## src/sv/ssca_pkg.sv

```systemverilog
package ssca_pkg;

  localparam int PageCount = 64;
  localparam int PageBytes = 4096;
  localparam int DataBytes = 4072;
  localparam int MaxReq = 64;
  localparam int LinkUnits = DataBytes / 8;
  localparam int PageW = $clog2(PageCount);
  localparam int LinkW = PageW + 1;
  localparam int OffW = $clog2(PageBytes);
  localparam int OffLW = OffW + 1;
  localparam int AddrW = 18;
  localparam int SlotDepth = PageCount * LinkUnits;
  localparam int SlotW = $clog2(SlotDepth);
  localparam int QDepth = 2;

  localparam logic CMD_ALLOC = 1'b0;
  localparam logic CMD_FREE = 1'b1;

  localparam logic [1:0] ST_OK = 2'd0;
  localparam logic [1:0] ST_NO_PAGE = 2'd1;
  localparam logic [1:0] ST_RANGE = 2'd2;

  typedef struct packed {
    logic cmd;
    logic bad;
    logic [1:0] cls;
    logic [PageW-1:0] page;
    logic [OffW-1:0] off;
  } req_t;

  function automatic logic [1:0] class_of(input logic [6:0] size);
    logic [6:0] v;
    begin
      v = (size - 7'd1) >> 2;
      if (v[3]) class_of = 2'd3;
      else if (v[2]) class_of = 2'd2;
      else if (v[1]) class_of = 2'd1;
      else class_of = 2'd0;
    end
  endfunction

endpackage

```

## src/sv/ssca_front.sv

```systemverilog
module ssca_front (
  input  logic clk,
  input  logic rst,
  input  logic in_valid,
  output logic in_stall,
  input  logic cmd,
  input  logic [6:0] req_size,
  input  logic [ssca_pkg::AddrW-1:0] free_address,
  output logic q_valid,
  input  logic q_pop,
  output ssca_pkg::req_t q_data
);

  ssca_pkg::req_t mem [ssca_pkg::QDepth];
  logic wp, rp;
  logic [1:0] cnt;
  ssca_pkg::req_t cur;
  logic push;

  // every 6-bit page field names a real page, so only the size can be out of range here
  always_comb begin
    cur.cmd = cmd;
    cur.bad = (cmd == ssca_pkg::CMD_ALLOC) &&
              (req_size == 7'd0 || req_size > 7'(ssca_pkg::MaxReq));
    cur.cls = ssca_pkg::class_of(req_size);
    cur.page = free_address[ssca_pkg::OffW +: ssca_pkg::PageW];
    cur.off = free_address[ssca_pkg::OffW-1:0];
  end

  assign in_stall = (cnt == 2'(ssca_pkg::QDepth));
  assign push = in_valid && !in_stall;
  assign q_valid = (cnt != 2'd0);
  assign q_data = mem[rp];

  always_ff @(posedge clk) begin
    if (push) mem[wp] <= cur;
    if (rst) begin
      wp <= 1'b0;
      rp <= 1'b0;
      cnt <= 2'd0;
    end else begin
      if (push) wp <= ~wp;
      if (q_pop) rp <= ~rp;
      cnt <= cnt + 2'(push) - 2'(q_pop);
    end
  end

endmodule

```

## config.mk

```make
export PLATFORM = sky130hd
export DESIGN_NAME = ssca_front
export DESIGN_NICKNAME = d
export VERILOG_FILES = /design/src/sv/ssca_pkg.sv /design/src/sv/ssca_front.sv
export SDC_FILE = /design/constraint.sdc
export NUM_CORES = 1
export LEC_CHECK = 0
export BUFFER_PORTS_ARGS = -buffer_cell sky130_fd_sc_hd__buf_4
export CAP_MARGIN = 0
export CELL_PAD_IN_SITES_DETAIL_PLACEMENT = 0
export CELL_PAD_IN_SITES_GLOBAL_PLACEMENT = 1
export CORE_MARGIN = 4
export CORE_UTILIZATION = 42
export CTS_CLUSTER_DIAMETER = 120
export CTS_CLUSTER_SIZE = 16
export DETAILED_ROUTE_END_ITERATION = 8
export PLACE_DENSITY = 0.88
export SLEW_MARGIN = 20
export SYNTH_ARGS = -nofsm -noshare
export SYNTH_HDL_FRONTEND = slang
export SYNTH_SLANG_ARGS = --single-unit
```

## constraint.sdc

```tcl
create_clock -name clk -period 2.25 [get_ports clk]
set_input_delay 0.3375 -clock clk [delete_from_list [all_inputs] [get_ports clk]]
set_output_delay 0.3375 -clock clk [all_outputs]
set_load 0.01 [all_outputs]
```

==> parameters.txt, run 1 <==
Parameter                              Value

Status
  Result of the run ... finished, final reports clean

Job
  Max-cap violation count ... 0

Clock network
  CTS clock-pin slew for the worst setup and hold paths ... 0.08 ns
  Number of buffers created by CTS ... 5
  Post-CTS repair timing setup buffer count ... 0
  Buffer levels on the longest clock path ... 2
  Number of gates resized after cts ... 0
  CTS root buf ... sky130_fd_sc_hd__clkbuf_8
  Num Clock Sinks ... 49
  Clock latency reported for the late side of the worst-skew pair ... 0.29 ns
  H-tree depth ... 2
  CTS tree ... yes
  Hold-fix buffers at CTS ... 0

Route
  Per-cell routed wire length ... 15.49 um
  DRC violations left ... 0
  Count of vias placed by the detailed router ... 1049
  Final wirelength ... 3.408 mm
  Starting DRC count in detailed routing ... 53
  Count of TritonRoute iterations in the first routing pass ... 3
  Number of nets with antenna violations after routing ... 0
  Vias/cell ... 4.768

Setup path
  Peak fanout along the critical path ... 22
  Data required, critical path ... 1.91 ns
  Data arrival time at the worst-slack endpoint ... 1.41 ns
  Type of destination of the critical path ... primary output
  Startpoint class of the critical path ... register
  Crit Path Class ... reg -> out

Placement
  DP HPWL ... 2.479 mm
  Port Buffers ... 53
  Count of placed standard cells including taps ... 213
  Final RePlAce weighted congestion ... 0.6800

Floorplanning
  Standard cell core area ... 4354 um2
  Row Count ... 24
  Total die area ... 5669 um2
  Number of top-level pins ... 54
  Initial core utilization ... 43.68%
  Horizontal die dimension ... 75.29 um
  DIE HEIGHT ... 75.29 um

Timing
  Worst-case clock skew ... 0.005134 ns
  Setup repair after global routing missed its margin ... false
  Worst Tran Pin Value ... 0.3169 ns
  Count of final setup violators ... 0
  Highest clock frequency the design can meet ... 0.5708 GHz
  Post-layout minimum cycle time ... 1.752 ns
  Setup TNS after final layout ... 0 ns
  Final Max Tran Viols ... 0
  Share of the clock period used by the worst path after layout ... 77.87%
  Worst slew slack as a fraction of its limit ... 78.71%
  Hold violation total from the final report ... 0

Finish
  Area delta synth->final ... 30.46%
  Non-Filler Instances ... 220
  Number of antenna cells inserted ... 0
  Share of layout cells above drive strength 1 ... 52.98%
  Number of nets in the finished design ... 200

GRT
  Maximum number of pins on one net before global-route repair ... 23
  Number of global-route vias before repair ... 1135
  Overall global routing resource usage ... 12.73%
  First-pass GRT wire length ... 5.216 mm
  Number of antenna violations at the first check in global routing ... 0
  Aggregate global routing overflow ... 0

Worst hold path
  Classification of the worst-slack hold path ... in -> reg

Synth
  Leading area contributor after synthesis ... sky130_fd_sc_hd__edfxtp_1
  Register area share after synthesis ... 74.74%
  Synth warnings ... 0
  Top flip-flop cell by instance count after synthesis ... sky130_fd_sc_hd__edfxtp_1
  Compound-gate portion of the synthesized area ... 1.776%
  Dominant combinational cell family by area after synthesis ... multiplexers
  Syn Inst Count ... 107
  Distinct cells, synth ... 25
  Post-synthesis share of cell area spent on and, or, nand and nor gates ... 6.447%
  Top cells by instance count after synthesis ... sky130_fd_sc_hd__edfxtp_1, sky130_fd_sc_hd__mux2_2, sky130_fd_sc_hd__nor2_1
  Fraction of registers with async set or reset after synthesis ... 0%
  Post-synthesis mux area share ... 13.03%
  Count of flip-flops with a built-in enable after synthesis ... 44
  Cell Area, Synth ... 1902 um2
  Flop and latch count out of synthesis ... 49
  Yosys top cell area share ... 69.47%
  Syn_nets ... 139
  Synthesized-area fraction occupied by xor and xnor cells ... 1.382%
  Most used standard cell by instance count after synthesis ... sky130_fd_sc_hd__edfxtp_1
  Syn Area/Cell ... 17.77 um2
  Adder and majority cell fraction of the synthesized area ... 1.316%
  Main area contributors after synthesis ... sky130_fd_sc_hd__edfxtp_1, sky130_fd_sc_hd__mux2_2, sky130_fd_sc_hd__dfxtp_1, sky130_fd_sc_hd__ha_1, sky130_fd_sc_hd__nor2_1

Power
  Leakage dissipation ... 0.9645 nW
  Power density relative to cell area ... 843.6 nW/um2
  Largest voltage drop on the vdd net ... 0.0005402 V
[final timing paths]
path | startpoint | endpoint | slack, ns | cells after the start
max | register | q_data[8] | 0.50 | 3
min | free_address[1] | mem[1][1] | 0.23 | 1
max reg2reg | cnt[0] | cnt[1] | 0.67 | 8
min reg2reg | rp | rp | 0.52 | 2
[cell families (layout without fill, tap and decap cells)]
| family | after synthesis | count (layout) |
|---|---|---|
| AND/OR/NAND/NOR | 20 | 20 |
| adder cells (fa/ha/maj) | 2 | 2 |
| AO/OA/AOI/OAI | 5 | 5 |
| buffers and inverters | 6 | 67 |
| multiplexers | 22 | 22 |
| XOR/XNOR | 3 | 3 |
| flip-flops | 49 | 49 |
[flip-flops by register name (all words and copies together), names as in the netlist, named ones only]
name,flops
mem,44
cnt,2
rp,1
wp,1
[metal layers]
| layer | vias to the layer above | wire length, um | track usage (%) |
|---|---|---|---|
| met4 | 0 | 21 | 4.660 |
| met3 | 4 | 309 | 4.090 |
| met2 | 40 | 1687 | 21.86 |
| li1 | 523 | - | - |
| met1 | 482 | 1390 | 14.95 |
| met5 | - | 0 | 0 |
[cell type report]
cell class | instances | area [um2]
Clock inverter | 2 | 35.03
Clock buffer | 5 | 68.82
Timing Repair Buffer | 56 | 420.4
Sequential cell | 49 | 1421
Tap cell | 52 | 65.06
Fill cell | 343 | 1873
Multi-Input combinational cell | 52 | 455.4
Inverter | 4 | 15.01
[worst max-delay path: stages (launching register included)]
cell	delay, ns
sky130_fd_sc_hd__dfxtp_1	0.31
sky130_fd_sc_hd__buf_4	0.28
sky130_fd_sc_hd__mux2_2	0.38
sky130_fd_sc_hd__buf_4	0.14
[metrics by stage]
stage | setup slack, ns | cell area (um2) | utilization [%] | total power, W | hold WS [ns]
floorplan | 0.5792 | 1902 | - | 0.001337 | 0.4066
global placement | 0.7552 | 2377 | 54.60 | 0.001520 | 0.4746
detailed placement | 0.6923 | 2377 | 54.60 | 0.001539 | 0.5005
CTS | 0.4701 | 2481 | 56.98 | 0.002125 | 0.2206
global route | 0.4251 | 2481 | 56.98 | 0.002203 | 0.2087
finish | 0.4980 | 2481 | 56.98 | 0.002093 | 0.2288
[where the power goes]
group / total [W] / internal (W) / switching [W]
Combinational: 0.000392 / 0.000208 / 0.000184
Clock: 0.000581 / 0.000323 / 0.000258
Sequential: 0.00112 / 0.00109 / 0.0000256
Total: 0.00209 / 0.00163 / 0.000468
[cell usage in the layout, fill, tap and decap left out, drive strengths merged]
cell,count
dfxtp,5
xnor2,2
and2,1
bufinv,1
xor2,1
nor2b,1
or2,1
nor2,6
mux2,22
nor3,2
a31o,1
o21ai,1
clkbuf,5
nor3b,1
ha,2
inv,4
a21oi,2
nand2b,3
or3,1
nand2,1
and3,1
nor4,1
clkinv,1
o31a,1
buf,56
edfxtp,44
nand3,1
(Power assumes the default switching activity.)
==> run 2, diff against run 1 <==
--- a/config.mk
+++ b/config.mk
@@ -10,11 +10,11 @@
 export CELL_PAD_IN_SITES_DETAIL_PLACEMENT = 0
 export CELL_PAD_IN_SITES_GLOBAL_PLACEMENT = 1
 export CORE_MARGIN = 4
-export CORE_UTILIZATION = 42
+export CORE_UTILIZATION = 38
 export CTS_CLUSTER_DIAMETER = 120
 export CTS_CLUSTER_SIZE = 16
 export DETAILED_ROUTE_END_ITERATION = 8
-export PLACE_DENSITY = 0.88
+export PLACE_DENSITY = 0.85
 export SLEW_MARGIN = 20
 export SYNTH_ARGS = -nofsm -noshare
 export SYNTH_HDL_FRONTEND = slang
==> constraint.sdc (replaced) <==
create_clock -name clk -period 1.5 [get_ports clk]
set_input_delay 0.225 -clock clk [delete_from_list [all_inputs] [get_ports clk]]
set_output_delay 0.225 -clock clk [all_outputs]
set_load 0.01 [all_outputs]
==> run 2 against run 1 <==
Compared with the run above:
- register-to-register slack lost 0.69 ns
- non-clock buffer count increased by 4
- the run now ends with setup timing left
- clock skew is 0.0018 ns higher
- sequential power rose by 52%
- design area up 15%
- clock-buffer cell count unchanged
- combinational power grew 120%
- clock power rose by 51%
- die area grew 9.4%
==> parameters.txt, run 2 (synthesis results as in run 1) <==
Parameter                              Value

Placement
  Count of placed standard cells including taps ... 228 (was 213)
  Final RePlAce weighted congestion ... 0.7810 (was 0.6800)
  DP HPWL ... 2.511 mm (was 2.479 mm)
  Cell area after placement ... 2437 um2 (was 2377 um2)
  Port Buffers ... 53 (unchanged)

Finish
  Area delta synth->final ... 49.80% (was 30.46%)
  Top library cells by usage in the layout, fill and taps aside ... sky130_fd_sc_hd__edfxtp_1, sky130_fd_sc_hd__buf_4, sky130_fd_sc_hd__mux2_4, sky130_fd_sc_hd__buf_6, sky130_fd_sc_hd__nor2_1 (was sky130_fd_sc_hd__buf_4, sky130_fd_sc_hd__edfxtp_1, sky130_fd_sc_hd__mux2_2)
  Regs by FF count ... mem x44, cnt x2 (unchanged)
  Filler cell count ... 353 (was 343)
  Leading cell type in the layout, fill and taps excluded ... sky130_fd_sc_hd__edfxtp_1 (was sky130_fd_sc_hd__buf_4)
  Number of flip-flops in the largest register ... 44 (unchanged)
  Share of layout cells above drive strength 1 ... 61.05% (was 52.98%)
  Number of nets in the finished design ... 204 (was 200)
  Final design instance area without fill ... 2849 um2 (was 2481 um2)
  Number of antenna cells inserted ... 0 (unchanged)
  Most flop-heavy register ... mem (unchanged)
  Non-Filler Instances ... 239 (was 220)

Route
  Starting DRC count in detailed routing ... 39 (was 53)
  Count of TritonRoute iterations in the first routing pass ... 2 (was 3)
  Final wirelength ... 3.896 mm (was 3.408 mm)
  Vias/cell ... 4.682 (was 4.768)
  Per-cell routed wire length ... 16.30 um (was 15.49 um)
  Count of vias placed by the detailed router ... 1119 (was 1049)
  DRC violations left ... 0 (unchanged)
  Number of nets with antenna violations after routing ... 0 (unchanged)

Setup path
  Data arrival time at the worst-slack endpoint ... 1.30 ns (was 1.41 ns)
  Type of destination of the critical path ... primary output (unchanged)
  Startpoint class of the critical path ... register (unchanged)
  Data required, critical path ... 1.27 ns (was 1.91 ns)
  Peak fanout along the critical path ... 5 (was 22)
  CP cell instances ... clkbuf_16 > mux2_4 > buf_6 (was buf_4 > mux2_2 > buf_4)
  Cell with the largest stage delay on the worst path ... sky130_fd_sc_hd__dfxtp_4 (was sky130_fd_sc_hd__mux2_2)
  Dominant delay contributor by cell family on the critical path ... flip-flops (was buffers and inverters)
  Bufs and invs on worst path ... 2 (unchanged)
  Highest cell delay on the worst timing path ... 0.41 ns (was 0.38 ns)
  Crit Path Class ... reg -> out (unchanged)

Clock network
  CTS tree ... yes (unchanged)
  Clock latency reported for the late side of the worst-skew pair ... 0.29 ns (about the same)
  CTS clock-pin slew for the worst setup and hold paths ... 0.09 ns (was 0.08 ns)
  Number of buffers created by CTS ... 5 (unchanged)
  Num Clock Sinks ... 49 (unchanged)
  H-tree depth ... 2 (unchanged)
  Hold-fix buffers at CTS ... 0 (unchanged)
  CTS root buf ... sky130_fd_sc_hd__clkbuf_8 (unchanged)
  Buffer levels on the longest clock path ... 2 (unchanged)

GRT
  Met2 track demand over resource ... 19.61% (was 21.86%)
  Overall global routing resource usage ... 11.54% (was 12.73%)
  Grt peak-use layer ... met2 (unchanged)
  First-pass GRT wire length ... 5.464 mm (was 5.216 mm)
  Maximum number of pins on one net before global-route repair ... 23 (unchanged)
  Met1 Usage GRT ... 13.43% (was 14.95%)
  Number of antenna violations at the first check in global routing ... 0 (unchanged)
  Number of global-route vias before repair ... 1161 (was 1135)
  Aggregate global routing overflow ... 0 (unchanged)
  Global-route track usage on met3 ... 4.649% (was 4.090%)

Power
  Power density relative to cell area ... 1209 nW/um2 (was 843.6 nW/um2)
  Largest voltage drop on the vdd net ... 0.0005376 V (was 0.0005402 V)
  Leakage dissipation ... 1.124 nW (was 0.9645 nW)

Timing
  Worst-case clock skew ... 0.006917 ns (was 0.005134 ns)
  Worst slew slack as a fraction of its limit ... 79.35% (was 78.71%)
  Setup repair after global routing missed its margin ... true (was false)
  Final Max Tran Viols ... 0 (unchanged)
  Smallest setup slack after layout ... -0.02534 ns (was 0.4980 ns)
  Post-layout minimum cycle time ... 1.525 ns
  Share of the clock period used by the worst path after layout ... 101.7%
  Hold violation total from the final report ... 0 (unchanged)
  Count of final setup violators ... 14 (was 0)
  Highest clock frequency the design can meet ... 0.6556 GHz
  Worst Tran Pin Value ... 0.3074 ns (was 0.3169 ns)

Floorplanning
  Row Count ... 25 (was 24)
  Total die area ... 6201 um2 (was 5669 um2)
  Horizontal die dimension ... 78.75 um (was 75.29 um)
  Initial core utilization ... 39.74% (was 43.68%)
  Standard cell core area ... 4786 um2 (was 4354 um2)
  DIE HEIGHT ... 78.75 um (was 75.29 um)
  Number of top-level pins ... 54 (unchanged)

Status
  Violations in the final reports ... setup timing
  Result of the run ... finished with violations (was finished, final reports clean)

Job
  Max-cap violation count ... 0 (unchanged)

Worst hold path
  Classification of the worst-slack hold path ... in -> reg (unchanged)
==> run 2: final cells by class <==
class | instances | area [um2] | area share (%)
clock buffers | 5 | 68.82 | 2.415
multi-input cells | 52 | 601.8 | 21.12
flip-flops and latches | 49 | 1428 | 50.11
inverters | 4 | 18.77 | 0.6588
well taps | 67 | 83.83 | 2.942
clock inverters | 2 | 35.03 | 1.230
repair buffers | 60 | 613.1 | 21.52
==> run 2: per-layer routing <==
metal / vias to the layer above / wire, um
met1: 546 / 1562
li1: 529 / -
met5: - / 0
met2: 39 / 2066
met4: 0 / 42
met3: 5 / 224
==> run 2: report_power, final <==
part	total, W	internal [W]	switching (W)
sequential	0.00170	0.00165	0.0000525
combinational	0.000865	0.000513	0.000353
clock	0.000880	0.000485	0.000395
total	0.00344	0.00264	0.000800
==> run 2: what timing repair did <==
item | in CTS | in global routing
pin swaps | 0 | 6
gates resized for setup | 3 | 58
setup buffers | 0 | 1
endpoints found under the setup margin | 23 | 45
hold endpoints to repair | 0 | 0
gates cloned | 0 | 3
==> run 2: final timing paths <==
kind,cells past startpoint,to,slack [ns],startpoint
max,3,q_data[13],-0.03,register
min,1,mem[1][9],0.11,free_address[9]
max reg2reg,8,cnt[1],-0.02,cnt[0]
min reg2reg,2,wp,0.50,wp
==> run 2: metrics by stage <==
stage	setup WS (ns)	hold slack, ns	setup TNS (ns)	utilization, %	total power, W
3_3_place_gp	0.06333	0.4145	0	50.93	0.002314
6_report	-0.02534	0.1090	-0.2623	59.53	0.003443
2_1_floorplan	0.007285	0.2941	0	-	0.002008
5_1_grt	-0.07544	0.09233	-1.096	59.53	0.003603
4_1_cts	-0.05084	0.1001	-0.8260	53.25	0.003235
3_5_place_dp	-0.07717	0.4146	-0.07717	50.93	0.002349
